===== src/rtl/core/itoa_pkg.sv =====
// shared types, constants and tables for the integer to ascii converter
`timescale 1ns / 1ps
package itoa_pkg;

  // converted value width and derived widths
  localparam int VALUE_WIDTH = 32;
  localparam int CNT_W       = $clog2(VALUE_WIDTH + 1);
  localparam int IDX_W       = $clog2(VALUE_WIDTH);
  localparam int SH_W        = $clog2(2 * VALUE_WIDTH);
  localparam int PROD_W      = 2 * VALUE_WIDTH;
  localparam int DIGIT_W     = 6;
  localparam int RADIX_W     = 6;
  localparam int CHAR_W      = 8;
  localparam int LEN_W       = 6;

  // character and radix constants
  localparam logic [CHAR_W-1:0]  CHAR_ZERO  = 8'h30;
  localparam logic [CHAR_W-1:0]  CHAR_MINUS = 8'h2D;
  localparam logic [DIGIT_W-1:0] DIGIT_TEN  = 6'd10;
  localparam logic [RADIX_W-1:0] RADIX_MIN  = 6'd2;
  localparam logic [RADIX_W-1:0] RADIX_MAX  = 6'd36;
  localparam int RADIX_CNT = 35;
  localparam int RTAB_W    = $clog2(RADIX_CNT);

  // reciprocal table: floor(2^(VALUE_WIDTH-1+j) / r), j = floor(log2 r)
  localparam int DIV_W = VALUE_WIDTH + 8;
  localparam logic [DIV_W-1:0] DIV_ONE = DIV_W'(1);
  localparam logic [VALUE_WIDTH-1:0] RECIP_TABLE [RADIX_CNT] = '{
    VALUE_WIDTH'((DIV_ONE << (VALUE_WIDTH + 0)) / DIV_W'(2)),
    VALUE_WIDTH'((DIV_ONE << (VALUE_WIDTH + 0)) / DIV_W'(3)),
    VALUE_WIDTH'((DIV_ONE << (VALUE_WIDTH + 1)) / DIV_W'(4)),
    VALUE_WIDTH'((DIV_ONE << (VALUE_WIDTH + 1)) / DIV_W'(5)),
    VALUE_WIDTH'((DIV_ONE << (VALUE_WIDTH + 1)) / DIV_W'(6)),
    VALUE_WIDTH'((DIV_ONE << (VALUE_WIDTH + 1)) / DIV_W'(7)),
    VALUE_WIDTH'((DIV_ONE << (VALUE_WIDTH + 2)) / DIV_W'(8)),
    VALUE_WIDTH'((DIV_ONE << (VALUE_WIDTH + 2)) / DIV_W'(9)),
    VALUE_WIDTH'((DIV_ONE << (VALUE_WIDTH + 2)) / DIV_W'(10)),
    VALUE_WIDTH'((DIV_ONE << (VALUE_WIDTH + 2)) / DIV_W'(11)),
    VALUE_WIDTH'((DIV_ONE << (VALUE_WIDTH + 2)) / DIV_W'(12)),
    VALUE_WIDTH'((DIV_ONE << (VALUE_WIDTH + 2)) / DIV_W'(13)),
    VALUE_WIDTH'((DIV_ONE << (VALUE_WIDTH + 2)) / DIV_W'(14)),
    VALUE_WIDTH'((DIV_ONE << (VALUE_WIDTH + 2)) / DIV_W'(15)),
    VALUE_WIDTH'((DIV_ONE << (VALUE_WIDTH + 3)) / DIV_W'(16)),
    VALUE_WIDTH'((DIV_ONE << (VALUE_WIDTH + 3)) / DIV_W'(17)),
    VALUE_WIDTH'((DIV_ONE << (VALUE_WIDTH + 3)) / DIV_W'(18)),
    VALUE_WIDTH'((DIV_ONE << (VALUE_WIDTH + 3)) / DIV_W'(19)),
    VALUE_WIDTH'((DIV_ONE << (VALUE_WIDTH + 3)) / DIV_W'(20)),
    VALUE_WIDTH'((DIV_ONE << (VALUE_WIDTH + 3)) / DIV_W'(21)),
    VALUE_WIDTH'((DIV_ONE << (VALUE_WIDTH + 3)) / DIV_W'(22)),
    VALUE_WIDTH'((DIV_ONE << (VALUE_WIDTH + 3)) / DIV_W'(23)),
    VALUE_WIDTH'((DIV_ONE << (VALUE_WIDTH + 3)) / DIV_W'(24)),
    VALUE_WIDTH'((DIV_ONE << (VALUE_WIDTH + 3)) / DIV_W'(25)),
    VALUE_WIDTH'((DIV_ONE << (VALUE_WIDTH + 3)) / DIV_W'(26)),
    VALUE_WIDTH'((DIV_ONE << (VALUE_WIDTH + 3)) / DIV_W'(27)),
    VALUE_WIDTH'((DIV_ONE << (VALUE_WIDTH + 3)) / DIV_W'(28)),
    VALUE_WIDTH'((DIV_ONE << (VALUE_WIDTH + 3)) / DIV_W'(29)),
    VALUE_WIDTH'((DIV_ONE << (VALUE_WIDTH + 3)) / DIV_W'(30)),
    VALUE_WIDTH'((DIV_ONE << (VALUE_WIDTH + 3)) / DIV_W'(31)),
    VALUE_WIDTH'((DIV_ONE << (VALUE_WIDTH + 4)) / DIV_W'(32)),
    VALUE_WIDTH'((DIV_ONE << (VALUE_WIDTH + 4)) / DIV_W'(33)),
    VALUE_WIDTH'((DIV_ONE << (VALUE_WIDTH + 4)) / DIV_W'(34)),
    VALUE_WIDTH'((DIV_ONE << (VALUE_WIDTH + 4)) / DIV_W'(35)),
    VALUE_WIDTH'((DIV_ONE << (VALUE_WIDTH + 4)) / DIV_W'(36))
  };

  // controller states
  typedef enum logic [2:0] {
    ST_IDLE,
    ST_MUL,
    ST_FIX,
    ST_SIGN,
    ST_DIGIT
  } itoa_state_e;

  // controller to datapath commands
  typedef struct packed {
    logic load;
    logic mul;
    logic fix;
    logic step;
    logic sel_sign;
  } itoa_cmd_t;

  // datapath to controller status
  typedef struct packed {
    logic div_done;
    logic neg;
    logic idx_zero;
  } itoa_status_t;

  // product shift for a clamped radix: VALUE_WIDTH - 1 + floor(log2 r)
  function automatic logic [SH_W-1:0] radix_shift(input logic [RADIX_W-1:0] r);
    int j;
    j = 1;
    if (r[5]) j = 5;
    else if (r[4]) j = 4;
    else if (r[3]) j = 3;
    else if (r[2]) j = 2;
    return SH_W'(VALUE_WIDTH - 1 + j);
  endfunction

endpackage


===== src/rtl/core/itoa_intf.sv =====
// request and character channel interfaces
`timescale 1ns / 1ps
interface itoa_in_if;
  import itoa_pkg::*;

  logic                   valid;
  logic                   ready;
  logic [VALUE_WIDTH-1:0] value;
  logic                   opcode;
  logic [RADIX_W-1:0]     radix;
  logic [CHAR_W-1:0]      letter_start;

  modport source (output valid, value, opcode, radix, letter_start, input ready);
  modport sink   (input valid, value, opcode, radix, letter_start, output ready);
endinterface

interface itoa_out_if;
  import itoa_pkg::*;

  logic              valid;
  logic              ready;
  logic [CHAR_W-1:0] character;
  logic              last;
  logic [LEN_W-1:0]  length;

  modport source (output valid, character, last, length, input ready);
  modport sink   (input valid, character, last, length, output ready);
endinterface


===== src/rtl/core/itoa_ctrl.sv =====
// controller state machine: division loop and character sequencing
`timescale 1ns / 1ps
module itoa_ctrl (
  input  logic                   clk_i,
  input  logic                   rst_ni,
  input  logic                   in_valid_i,
  output logic                   in_ready_o,
  output logic                   out_valid_o,
  input  logic                   out_ready_i,
  input  itoa_pkg::itoa_status_t st_i,
  output itoa_pkg::itoa_cmd_t    cmd_o
);
  import itoa_pkg::*;

  itoa_state_e state_q, state_d;

  // state register
  always_ff @(posedge clk_i or negedge rst_ni) begin
    if (!rst_ni) begin
      state_q <= ST_IDLE;
    end else begin
      state_q <= state_d;
    end
  end

  // next state and commands
  always_comb begin
    state_d     = state_q;
    cmd_o       = '0;
    in_ready_o  = 1'b0;
    out_valid_o = 1'b0;
    unique case (state_q)
      ST_IDLE: begin
        in_ready_o = 1'b1;
        if (in_valid_i) begin
          cmd_o.load = 1'b1;
          state_d    = ST_MUL;
        end
      end
      ST_MUL: begin
        cmd_o.mul = 1'b1;
        state_d   = ST_FIX;
      end
      ST_FIX: begin
        cmd_o.fix = 1'b1;
        if (st_i.div_done) begin
          state_d = st_i.neg ? ST_SIGN : ST_DIGIT;
        end else begin
          state_d = ST_MUL;
        end
      end
      ST_SIGN: begin
        out_valid_o    = 1'b1;
        cmd_o.sel_sign = 1'b1;
        if (out_ready_i) begin
          state_d = ST_DIGIT;
        end
      end
      ST_DIGIT: begin
        out_valid_o = 1'b1;
        if (out_ready_i) begin
          cmd_o.step = 1'b1;
          if (st_i.idx_zero) begin
            state_d = ST_IDLE;
          end
        end
      end
      default: begin
        state_d = ST_IDLE;
      end
    endcase
  end

endmodule


===== src/rtl/core/itoa_dp.sv =====
// datapath: magnitude, reciprocal divide by radix, digit store, character build
`timescale 1ns / 1ps
module itoa_dp (
  input  logic                                 clk_i,
  input  logic                                 rst_ni,
  input  logic [itoa_pkg::VALUE_WIDTH-1:0]     value_i,
  input  logic                                 opcode_i,
  input  logic [itoa_pkg::RADIX_W-1:0]         radix_i,
  input  logic [itoa_pkg::CHAR_W-1:0]          letter_start_i,
  output logic [itoa_pkg::CHAR_W-1:0]          character_o,
  output logic                                 last_o,
  output logic [itoa_pkg::LEN_W-1:0]           length_o,
  input  itoa_pkg::itoa_cmd_t                  cmd_i,
  output itoa_pkg::itoa_status_t               st_o
);
  import itoa_pkg::*;

  localparam int VW = VALUE_WIDTH;

  logic [VW-1:0]      quot_q;
  logic [VW-1:0]      recip_q;
  logic [SH_W-1:0]    shift_q;
  logic [RADIX_W-1:0] radix_q;
  logic [CHAR_W-1:0]  letter_q;
  logic               neg_q;
  logic [CNT_W-1:0]   cnt_q;
  logic [IDX_W-1:0]   idx_q;
  logic [PROD_W-1:0]  prod_q;
  logic [DIGIT_W-1:0] store_q [VALUE_WIDTH];

  logic               neg_in;
  logic [VW-1:0]      mag_in;
  logic [RADIX_W-1:0] radix_clamp;
  logic [VW-1:0]      quot_est;
  logic [VW-1:0]      quot_fix;
  logic [6:0]         qr_lo;
  logic [6:0]         rem_est;
  logic               fix_up;
  logic [DIGIT_W-1:0] digit_new;
  logic [DIGIT_W-1:0] digit_rd;

  // sign handling and radix saturation on the request
  assign neg_in = opcode_i & value_i[VW-1];
  assign mag_in = neg_in ? (VW'(0) - value_i) : value_i;

  always_comb begin
    if (radix_i < RADIX_MIN) begin
      radix_clamp = RADIX_MIN;
    end else if (radix_i > RADIX_MAX) begin
      radix_clamp = RADIX_MAX;
    end else begin
      radix_clamp = radix_i;
    end
  end

  // quotient estimate is exact or one low; remainder fits seven bits
  assign quot_est  = VW'(prod_q >> shift_q);
  assign qr_lo     = 7'({6'd0, quot_est[6:0]} * {7'd0, radix_q});
  assign rem_est   = quot_q[6:0] - qr_lo;
  assign fix_up    = rem_est >= {1'b0, radix_q};
  assign digit_new = fix_up ? DIGIT_W'(rem_est - {1'b0, radix_q}) : rem_est[DIGIT_W-1:0];
  assign quot_fix  = fix_up ? (quot_est + VW'(1)) : quot_est;

  // control-side datapath registers
  always_ff @(posedge clk_i or negedge rst_ni) begin
    if (!rst_ni) begin
      quot_q <= '0;
      cnt_q  <= '0;
      neg_q  <= 1'b0;
      idx_q  <= '0;
    end else begin
      if (cmd_i.load) begin
        quot_q <= mag_in;
        cnt_q  <= '0;
        neg_q  <= neg_in;
      end else if (cmd_i.fix) begin
        quot_q <= quot_fix;
        cnt_q  <= cnt_q + CNT_W'(1);
        idx_q  <= cnt_q[IDX_W-1:0];
      end else if (cmd_i.step) begin
        idx_q  <= idx_q - IDX_W'(1);
      end
    end
  end

  // request operands and reciprocal product
  always_ff @(posedge clk_i) begin
    if (cmd_i.load) begin
      radix_q  <= radix_clamp;
      letter_q <= letter_start_i;
      recip_q  <= RECIP_TABLE[RTAB_W'(radix_clamp - RADIX_MIN)];
      shift_q  <= radix_shift(radix_clamp);
    end
    if (cmd_i.mul) begin
      prod_q <= {{VW{1'b0}}, quot_q} * {{VW{1'b0}}, recip_q};
    end
  end

  // digit store, least significant digit first
  always_ff @(posedge clk_i) begin
    if (cmd_i.fix) begin
      store_q[cnt_q[IDX_W-1:0]] <= digit_new;
    end
  end

  // status
  assign st_o.div_done = (quot_fix == '0) || (cnt_q == CNT_W'(VALUE_WIDTH - 1));
  assign st_o.neg      = neg_q;
  assign st_o.idx_zero = (idx_q == '0);

  // output character
  assign digit_rd = store_q[idx_q];

  always_comb begin
    if (cmd_i.sel_sign) begin
      character_o = CHAR_MINUS;
    end else if (digit_rd < DIGIT_TEN) begin
      character_o = CHAR_ZERO + {2'b00, digit_rd};
    end else begin
      character_o = letter_q + {2'b00, digit_rd} - {2'b00, DIGIT_TEN};
    end
  end

  assign last_o   = !cmd_i.sel_sign && (idx_q == '0);
  assign length_o = LEN_W'(cnt_q) + LEN_W'(neg_q);

endmodule


===== src/rtl/core/integer_to_ascii_any_base_core.sv =====
// top level: integer to ascii text in radix 2 to 36, sent out one character at a time
// sequence: accept, then per digit a reciprocal multiply, then a correction, for D digits
// first character is offered once the last digit has been corrected
// requests: a new one is taken only in idle, after the last character of the previous one;
// D is up to 32 for radix 2; the shared divide step sets the loop
// reset: rst_ni asynchronous, active low; returns to idle, digit store is not cleared
`timescale 1ns / 1ps
module integer_to_ascii_any_base_core (
  input  logic        clk_i,
  input  logic        rst_ni,
  itoa_in_if.sink     in_i,
  itoa_out_if.source  out_o
);
  import itoa_pkg::*;

  itoa_cmd_t    cmd;
  itoa_status_t st;

  // sequencing
  itoa_ctrl u_ctrl (
    .clk_i       (clk_i),
    .rst_ni      (rst_ni),
    .in_valid_i  (in_i.valid),
    .in_ready_o  (in_i.ready),
    .out_valid_o (out_o.valid),
    .out_ready_i (out_o.ready),
    .st_i        (st),
    .cmd_o       (cmd)
  );

  // conversion datapath
  itoa_dp u_dp (
    .clk_i          (clk_i),
    .rst_ni         (rst_ni),
    .value_i        (in_i.value),
    .opcode_i       (in_i.opcode),
    .radix_i        (in_i.radix),
    .letter_start_i (in_i.letter_start),
    .character_o    (out_o.character),
    .last_o         (out_o.last),
    .length_o       (out_o.length),
    .cmd_i          (cmd),
    .st_o           (st)
  );

endmodule


===== src/flat_wrapper.sv =====
// flat-port wrapper written by rule: the top's interface ports become plain ports
module integer_to_ascii_any_base_core_flat import itoa_pkg::*;
  (clk_i, rst_ni, in_i_valid, in_i_value, in_i_opcode, in_i_radix, in_i_letter_start, in_i_ready, out_o_valid, out_o_character, out_o_last, out_o_length, out_o_ready);
  itoa_in_if in_i_i ();
  itoa_out_if out_o_i ();
  input  logic clk_i;
  input  logic rst_ni;
  input wire logic [$bits(in_i_i.valid)-1:0] in_i_valid;
  input wire logic [$bits(in_i_i.value)-1:0] in_i_value;
  input wire logic [$bits(in_i_i.opcode)-1:0] in_i_opcode;
  input wire logic [$bits(in_i_i.radix)-1:0] in_i_radix;
  input wire logic [$bits(in_i_i.letter_start)-1:0] in_i_letter_start;
  output wire logic [$bits(in_i_i.ready)-1:0] in_i_ready;
  output wire logic [$bits(out_o_i.valid)-1:0] out_o_valid;
  output wire logic [$bits(out_o_i.character)-1:0] out_o_character;
  output wire logic [$bits(out_o_i.last)-1:0] out_o_last;
  output wire logic [$bits(out_o_i.length)-1:0] out_o_length;
  input wire logic [$bits(out_o_i.ready)-1:0] out_o_ready;
  assign in_i_i.valid = in_i_valid;
  assign in_i_i.value = in_i_value;
  assign in_i_i.opcode = in_i_opcode;
  assign in_i_i.radix = in_i_radix;
  assign in_i_i.letter_start = in_i_letter_start;
  assign in_i_ready = in_i_i.ready;
  assign out_o_valid = out_o_i.valid;
  assign out_o_character = out_o_i.character;
  assign out_o_last = out_o_i.last;
  assign out_o_length = out_o_i.length;
  assign out_o_i.ready = out_o_ready;
  integer_to_ascii_any_base_core u_core (.clk_i(clk_i), .rst_ni(rst_ni), .in_i(in_i_i), .out_o(out_o_i));
endmodule

===== config.mk =====
export PLATFORM = sky130hd
export DESIGN_NAME = integer_to_ascii_any_base_core_flat
export DESIGN_NICKNAME = d
export VERILOG_FILES = /design/src/rtl/core/itoa_pkg.sv /design/src/rtl/core/itoa_intf.sv /design/src/rtl/core/itoa_ctrl.sv /design/src/rtl/core/itoa_dp.sv /design/src/rtl/core/integer_to_ascii_any_base_core.sv /design/src/flat_wrapper.sv
export SDC_FILE = /design/constraint.sdc
export NUM_CORES = 2
export LEC_CHECK = 0
export ABC_AREA = 1
export BUFFER_PORTS_ARGS = -buffer_cell sky130_fd_sc_hd__buf_2
export CAP_MARGIN = 40
export CORE_UTILIZATION = 60
export DETAILED_ROUTE_END_ITERATION = 6
export PLACE_DENSITY = 0.87
export SLEW_MARGIN = 10
export SYNTH_ARGS = -nofsm -noshare
export SYNTH_HDL_FRONTEND = slang
export SYNTH_SLANG_ARGS = --single-unit

===== constraint.sdc =====
create_clock -name clk_i -period 10.4 [get_ports clk_i]
set_input_delay 0.52 -clock clk_i [delete_from_list [all_inputs] [get_ports clk_i]]
set_output_delay 0.52 -clock clk_i [all_outputs]
set_load 0.005 [all_outputs]

# ---- Yosys cells after proc, flatten, opt, wreduce, memory -nomap -nowiden
# Memories as Yosys holds them, arrays and structs flattened. A register that Yosys moved wholly into a read port is not among the register bits.
# Cells that the tools add are included.
dict set report word_totals {
  register_bits 131
  latchBits 0
  mem_bits_rw 192
  mem_bits_ro 2048
  in_bits 51
  out_inout_bits 17
  elab_cells 89
  n_memories 2
}
# memory depth width rd rd_clocked_by_memory_dff write_ports line
set memory_table {}
lappend memory_table {{(no name shown)} 64 32 1 1 0 itoa_dp.sv:91} ;# recip_q <= RECIP_TABLE[RTAB_W'(radix_clamp - RADIX_MIN)];
lappend memory_table {u_core.u_dp.store_q 32 6 1 0 1 itoa_dp.sv:29} ;# logic [DIGIT_W-1:0] store_q [VALUE_WIDTH];
dict set report classes {
  add_sub_neg 12
  n_mul 2
  n_div 0
  n_lt_le_gt_ge 4
  n_eq_ne 9
  shifts 1
  muxes 36
  bitwise 3
  reduce_logical 11
}
# operator count
set ops {}
lappend ops {{two-way mux 32 bit} 4}
lappend ops {{multiplier 32 x 32 -> 64 bit} 1}
lappend ops {{>> shifter 64 x 6 -> 32 bit} 1}
lappend ops {{two-way mux 6 bit} 6}
lappend ops {{adder 32 x 1 -> 32 bit (second input constant)} 1}
lappend ops {{zero test 32 bit} 1}
lappend ops {{subtractor 1 x 32 -> 32 bit (first input constant)} 1}
lappend ops {{two-way mux 3 bit} 8}
lappend ops {{two-way mux 8 bit} 2}
lappend ops {{case mux 3 bit (5 select lines)} 1}
lappend ops {{two-way mux 1 bit} 11}
lappend ops {{two-way mux 5 bit} 2}
lappend ops {{adder 8 x 6 -> 8 bit} 1}
lappend ops {{subtractor 8 x 4 -> 8 bit (second input constant)} 1}
lappend ops {{adder 6 x 6 -> 7 bit (first input constant)} 1}
lappend ops {{>= comparator 7 x 6 -> 1 bit} 1}
lappend ops {{multiplier 7 x 6 -> 7 bit} 1}
lappend ops {{inverter 6 -> 7 bit} 1}
lappend ops {{subtractor 7 bit} 1}
lappend ops {{adder 6 x 1 -> 6 bit} 1}
lappend ops {{adder 6 x 1 -> 6 bit (second input constant)} 1}
lappend ops {{adder 6 bit (first input constant)} 1}
lappend ops {{== test 3 x 2 -> 1 bit (second input constant)} 2}
lappend ops {{== test 6 x 5 -> 1 bit (second input constant)} 1}
lappend ops {{other kinds (22)} 26}

# ---- Depth between registers and ports, before layout
dict set report depth {
  ltp_word 9
  depth_mapped 53
  ltp_nobuf 51
}

# ---- Modules after synthesis
# A second synthesis with hierarchy kept.
dict set report hier_totals {
  hier_cells 7125
  area_unflattened_um2 56304.0
}
# module n_inst cells_per_inst area_per_inst_um2 seq_area_each_um2
set by_module_without_submodules {}
lappend by_module_without_submodules {itoa_dp 1 7085 56061.3 10319.9}
lappend by_module_without_submodules {itoa_ctrl 1 40 242.7 75.1}

# ---- Worst setup path before layout
# OpenSTA, ideal clock, no wires.
dict set report synth_timing {
  kind {register -> register}
  from {register u_core.u_dp.quot_q[16]}
  to {register u_core.u_dp.prod_q[51], data pin}
  setup_time_ns 0.252
  arrival_time_ns 7.167
  required_time_ns 10.148
  setup_slack_ns 2.981
  path_stages_with_launch 34
  path_buffers 2
  period_less_slack_ns 7.419
  cell_sequence {dfrtp_1 -> clkbuf_1 -> clkbuf_1 -> nand2_1 -> fa_1 -> inv_1 -> fa_1 -> inv_1 -> fa_1 -> fa_1 -> inv_1 -> fa_1 -> inv_1 -> fa_1 -> inv_1 -> fa_1 -> inv_1 -> fa_1 -> inv_1 -> ha_1 -> a21oi_1 -> o21ai_0 -> a21oi_1 -> o21ai_1 -> a21oi_1 -> o21ai_1 -> a21boi_1 -> o21ai_1 -> a21oi_1 -> o21bai_1 -> nand2_1 -> nand2_1 -> nand2_1 -> nand2_1}
}
dict set report synth_via {
  elab_chain_cells 1
}
# element line
set synth_lines {}
lappend synth_lines {{from (decl)} itoa_dp.sv:20} ;# logic [VW-1:0] quot_q;
lappend synth_lines {{from (signal assigned)} itoa_dp.sv:73} ;# quot_q <= mag_in;
lappend synth_lines {{from (signal assigned)} itoa_dp.sv:77} ;# quot_q <= quot_fix;
lappend synth_lines {{multiplier 32 x 32 -> 64 bit} itoa_dp.sv:95} ;# prod_q <= {{VW{1'b0}}, quot_q} * {{VW{1'b0}}, recip_q};
lappend synth_lines {{to (signal assigned)} itoa_dp.sv:95}
lappend synth_lines {{to (decl)} itoa_dp.sv:28} ;# logic [PROD_W-1:0] prod_q;
# Every way passes these cells.
# A chain may end at the register's enable or synchronous reset.

# ---- Worst setup path after layout
dict set report layout_timing {
  from {register u_core.u_dp.recip_q[8]}
  to {register u_core.u_dp.prod_q[58], data pin}
}
dict set report layout_via {
  elab_chain_cells 1
}
# element line
set layout_lines {}
lappend layout_lines {{from (decl)} itoa_dp.sv:21} ;# logic [VW-1:0] recip_q;
lappend layout_lines {{multiplier 32 x 32 -> 64 bit} itoa_dp.sv:95}
# Every way passes these cells.

==> reports/metrics.cfg <==
[clock_tree]
ctsHoldBuffers = 0
cts_max_path_buffers = 3
cts.repair.resized = 0
h-tree-depth = 2
cts.sinks = 354
clk_pin_slew_ps = 60
cts_tree = yes
cts_buffers = 38
root_buffer = clkbuf_16
post_cts_buffers = 0
worstSkewPairLatency_ps = 590

[yosys]
yosys_warnings = 0
syn_nets = 8241
synthArstFlopShare_pct = 13.3
synth_cells = 6961
synth_edf_count = 307
yosysTopAreaCell = fa_1
synthDistinctLibCells = 59
ys_ff_latch = 354
synth_area_leaders = fa_1 33%, edfxtp_1 17%, nand2_1 12%
synth.cell_area_um2 = 55600
avgSynthCellArea_um2 = 7.98
ys.flop_type = edfxtp_1
yosysSeqAreaShare_pct = 18.7
netlist.area_leader.share_pct = 32.7

[place]
post-dp-hpwl_um = 122000
portBuffers = 67
dp_slack_ps = 1740
dp.cells = 7944
place.gp.congestion = 0.989

[timing]
min_period_over_period_pct = 85.1
fin_setup_tns_ps = 0
worst_pin_slew_ps = 976
setup_violations = 0
layout_setup_ws_ps = 1550
grt_setup_unrepaired = false
slew_violations = 0
max_freq_ghz = 0.113
relSlewSlack_pct = 34.9
skew_ps = 23.2
min_period_ps = 8850
hold_viol = 0

[global_routing]
grt_pass1_vias = 48649
grt_pass1_wl_um = 257000
antenna_found_initial = 3
grt.overflow.total = 0
grt_max_degree = 98
grt.total_usage_pct = 35.0

[setup_path]
worstSetupStartpointType = flip-flop
worstPathMaxFanout = 17
reg2reg_depth = 31
worstSetupPathType = flip-flop to flip-flop
slowest_stage = edfxtp_1
cp.required_ps = 10800
reg2reg_from = u_core.u_dp.recip_q[8]$_SDFFCE_PP0P_
cp_common_cell = fa_1
end_kind = flip-flop
reg2reg_to = u_core.u_dp.prod_q[58]$_DFFE_PP_
arrival_ps = 9250
reg2reg_setup_slack_ps = 1550
slowest_delay_ps = 790

[floorplanning]
initial_utilization_pct = 60.6
fp.dieH_um = 306
io_pins = 68
die_area_um2 = 93800
row_count = 111
die-width_um = 306
core_area_um2 = 91700

[status]
status = finished, violations left
violations = design-rule violations

[final_layout]
layout_commonest_cell = nand2_1
area_growth_pct = 4.80
final_layout_size_suffix_gt1_share_pct = 4.13
stdcell_count = 8018
mostFrequentLayoutCells = 1821 x nand2_1, 1557 x inv_1, 909 x fa_1
final_nets = 8082

[detailed_routing]
ant_nets = 0
routedWlPerCell_um = 20.0
wirelength_um = 161000
drc_errors = 22
dr.pass1.iters = 7
via_per_inst = 5.90
drt_iter0_markers = 5803
vias = 47307

[flow_run]
drv_cap = 0

[min_path]
hold_class = primary input to async pin

## flip-flops by register name (all words and copies together) (netlist names)
signal,count
u_core.u_dp.store_q,192
u_core.u_dp.letter_q,8
u_core.u_dp.shift_q,6
u_core.u_dp.neg_q,1
u_core.u_dp.radix_q,5
u_core.u_ctrl.state_q,3
u_core.u_dp.prod_q,64
u_core.u_dp.idx_q,5
u_core.u_dp.cnt_q,6
u_core.u_dp.quot_q,32
u_core.u_dp.recip_q,32
## worst max path at each step
stage / start / end / cells after the start
global placement: u_core.u_dp.recip_q[8]$_SDFFCE_PP0P_ / u_core.u_dp.prod_q[58]$_DFFE_PP_ / 31
CTS: u_core.u_dp.recip_q[8]$_SDFFCE_PP0P_ / u_core.u_dp.prod_q[58]$_DFFE_PP_ / 31
floorplan: u_core.u_dp.quot_q[16]$_DFFE_PN0P_ / u_core.u_dp.prod_q[51]$_DFFE_PP_ / 33
finish: u_core.u_dp.recip_q[8]$_SDFFCE_PP0P_ / u_core.u_dp.prod_q[58]$_DFFE_PP_ / 31
global route: u_core.u_dp.recip_q[2]$_DFFE_PP_ / u_core.u_dp.prod_q[58]$_DFFE_PP_ / 30
detailed placement: u_core.u_dp.recip_q[8]$_SDFFCE_PP0P_ / u_core.u_dp.prod_q[58]$_DFFE_PP_ / 31
## kinds of logic after synthesis
group | count (synthesis) | share of synthesized area [%]
and+or+nand+nor | 2685 | 19.5
buffers and inverters | 1955 | 13.4
adders and majority gates | 1229 | 40.0
AOI/OAI and AO/OA | 604 | 6.34
DFF | 354 | 18.7
xor gates and xnor gates | 131 | 2.06
other | 2 | 0.0135
muxes | 1 | 0.0180
## cell usage after synthesis, types with 3 or more instances
library cell and n:
nor2_1 348, and2_1 5, nor3b_1 3, nand2_1 1821, a22o_1 6, inv_2 18, clkinv_1 6, buf_1 18
clkbuf_1 313, edfxtp_1 307, o21ai_0 237, buf_2 32, o211ai_1 24, xor2_1 82, dfrtp_1 47, fa_1 909
a21boi_1 8, nor3_1 25, a21oi_1 165, o21a_1 13, xnor2_1 49, or2_2 4, o311ai_0 4, a22oi_1 3
buf_4 6, o21bai_1 7, nand2_2 5, nand3b_1 15, o22ai_1 15, o221ai_1 47, nand4_1 10, nor4_1 10
a31oi_1 26, o21ai_1 19, nand3_1 431, a21o_1 4, ha_1 320, o31ai_1 7, inv_1 1557, buf_6 5
a211oi_1 3
## through the flow
step | area (um2) | util [%] | hold slack [ps]
2_1_floorplan | 55600 | - | 224
3_3_place_gp | 56600 | 61.8 | 467
3_5_place_dp | 56900 | 62.0 | 468
4_1_cts | 58100 | 63.4 | 76.7
5_1_grt | 58200 | 63.5 | 101
6_report | 58200 | 63.5 | 58.7
## layer usage
layer / part of all wire [%] / track usage [%] / up-vias
met5: 0.0068 / 0 / -
met1: 36 / 45.4 / 22660
met2: 45 / 54.9 / 3240
li1: - / - / 20674
met3: 12 / 7.62 / 731
met4: 6.4 / 19.1 / 2
## critical path: cells and delay by family, from the launching register on
family / cells / cell delay (ps)
flops: 1 / 790
xor+xnor: 1 / 200
buf+inv: 8 / 710
simple gates: 6 / 630
fa+ha+maj: 9 / 4330
compound gates: 7 / 1980
## cell type report
type | count | area [um2]
Fill cell | 7240 | 33400
Inverter | 1581 | 5930
Sequential cell | 354 | 10400
Clock inverter | 23 | 279
Tap cell | 1186 | 1480
Clock buffer | 46 | 981
Antenna cell | 1 | 2.50
Timing Repair Buffer | 175 | 1350
Multi-Input combinational cell | 4652 | 37800
Power is not shown: default switching activity piles up to over one toggle a cycle in this logic, so the estimate is an artifact.
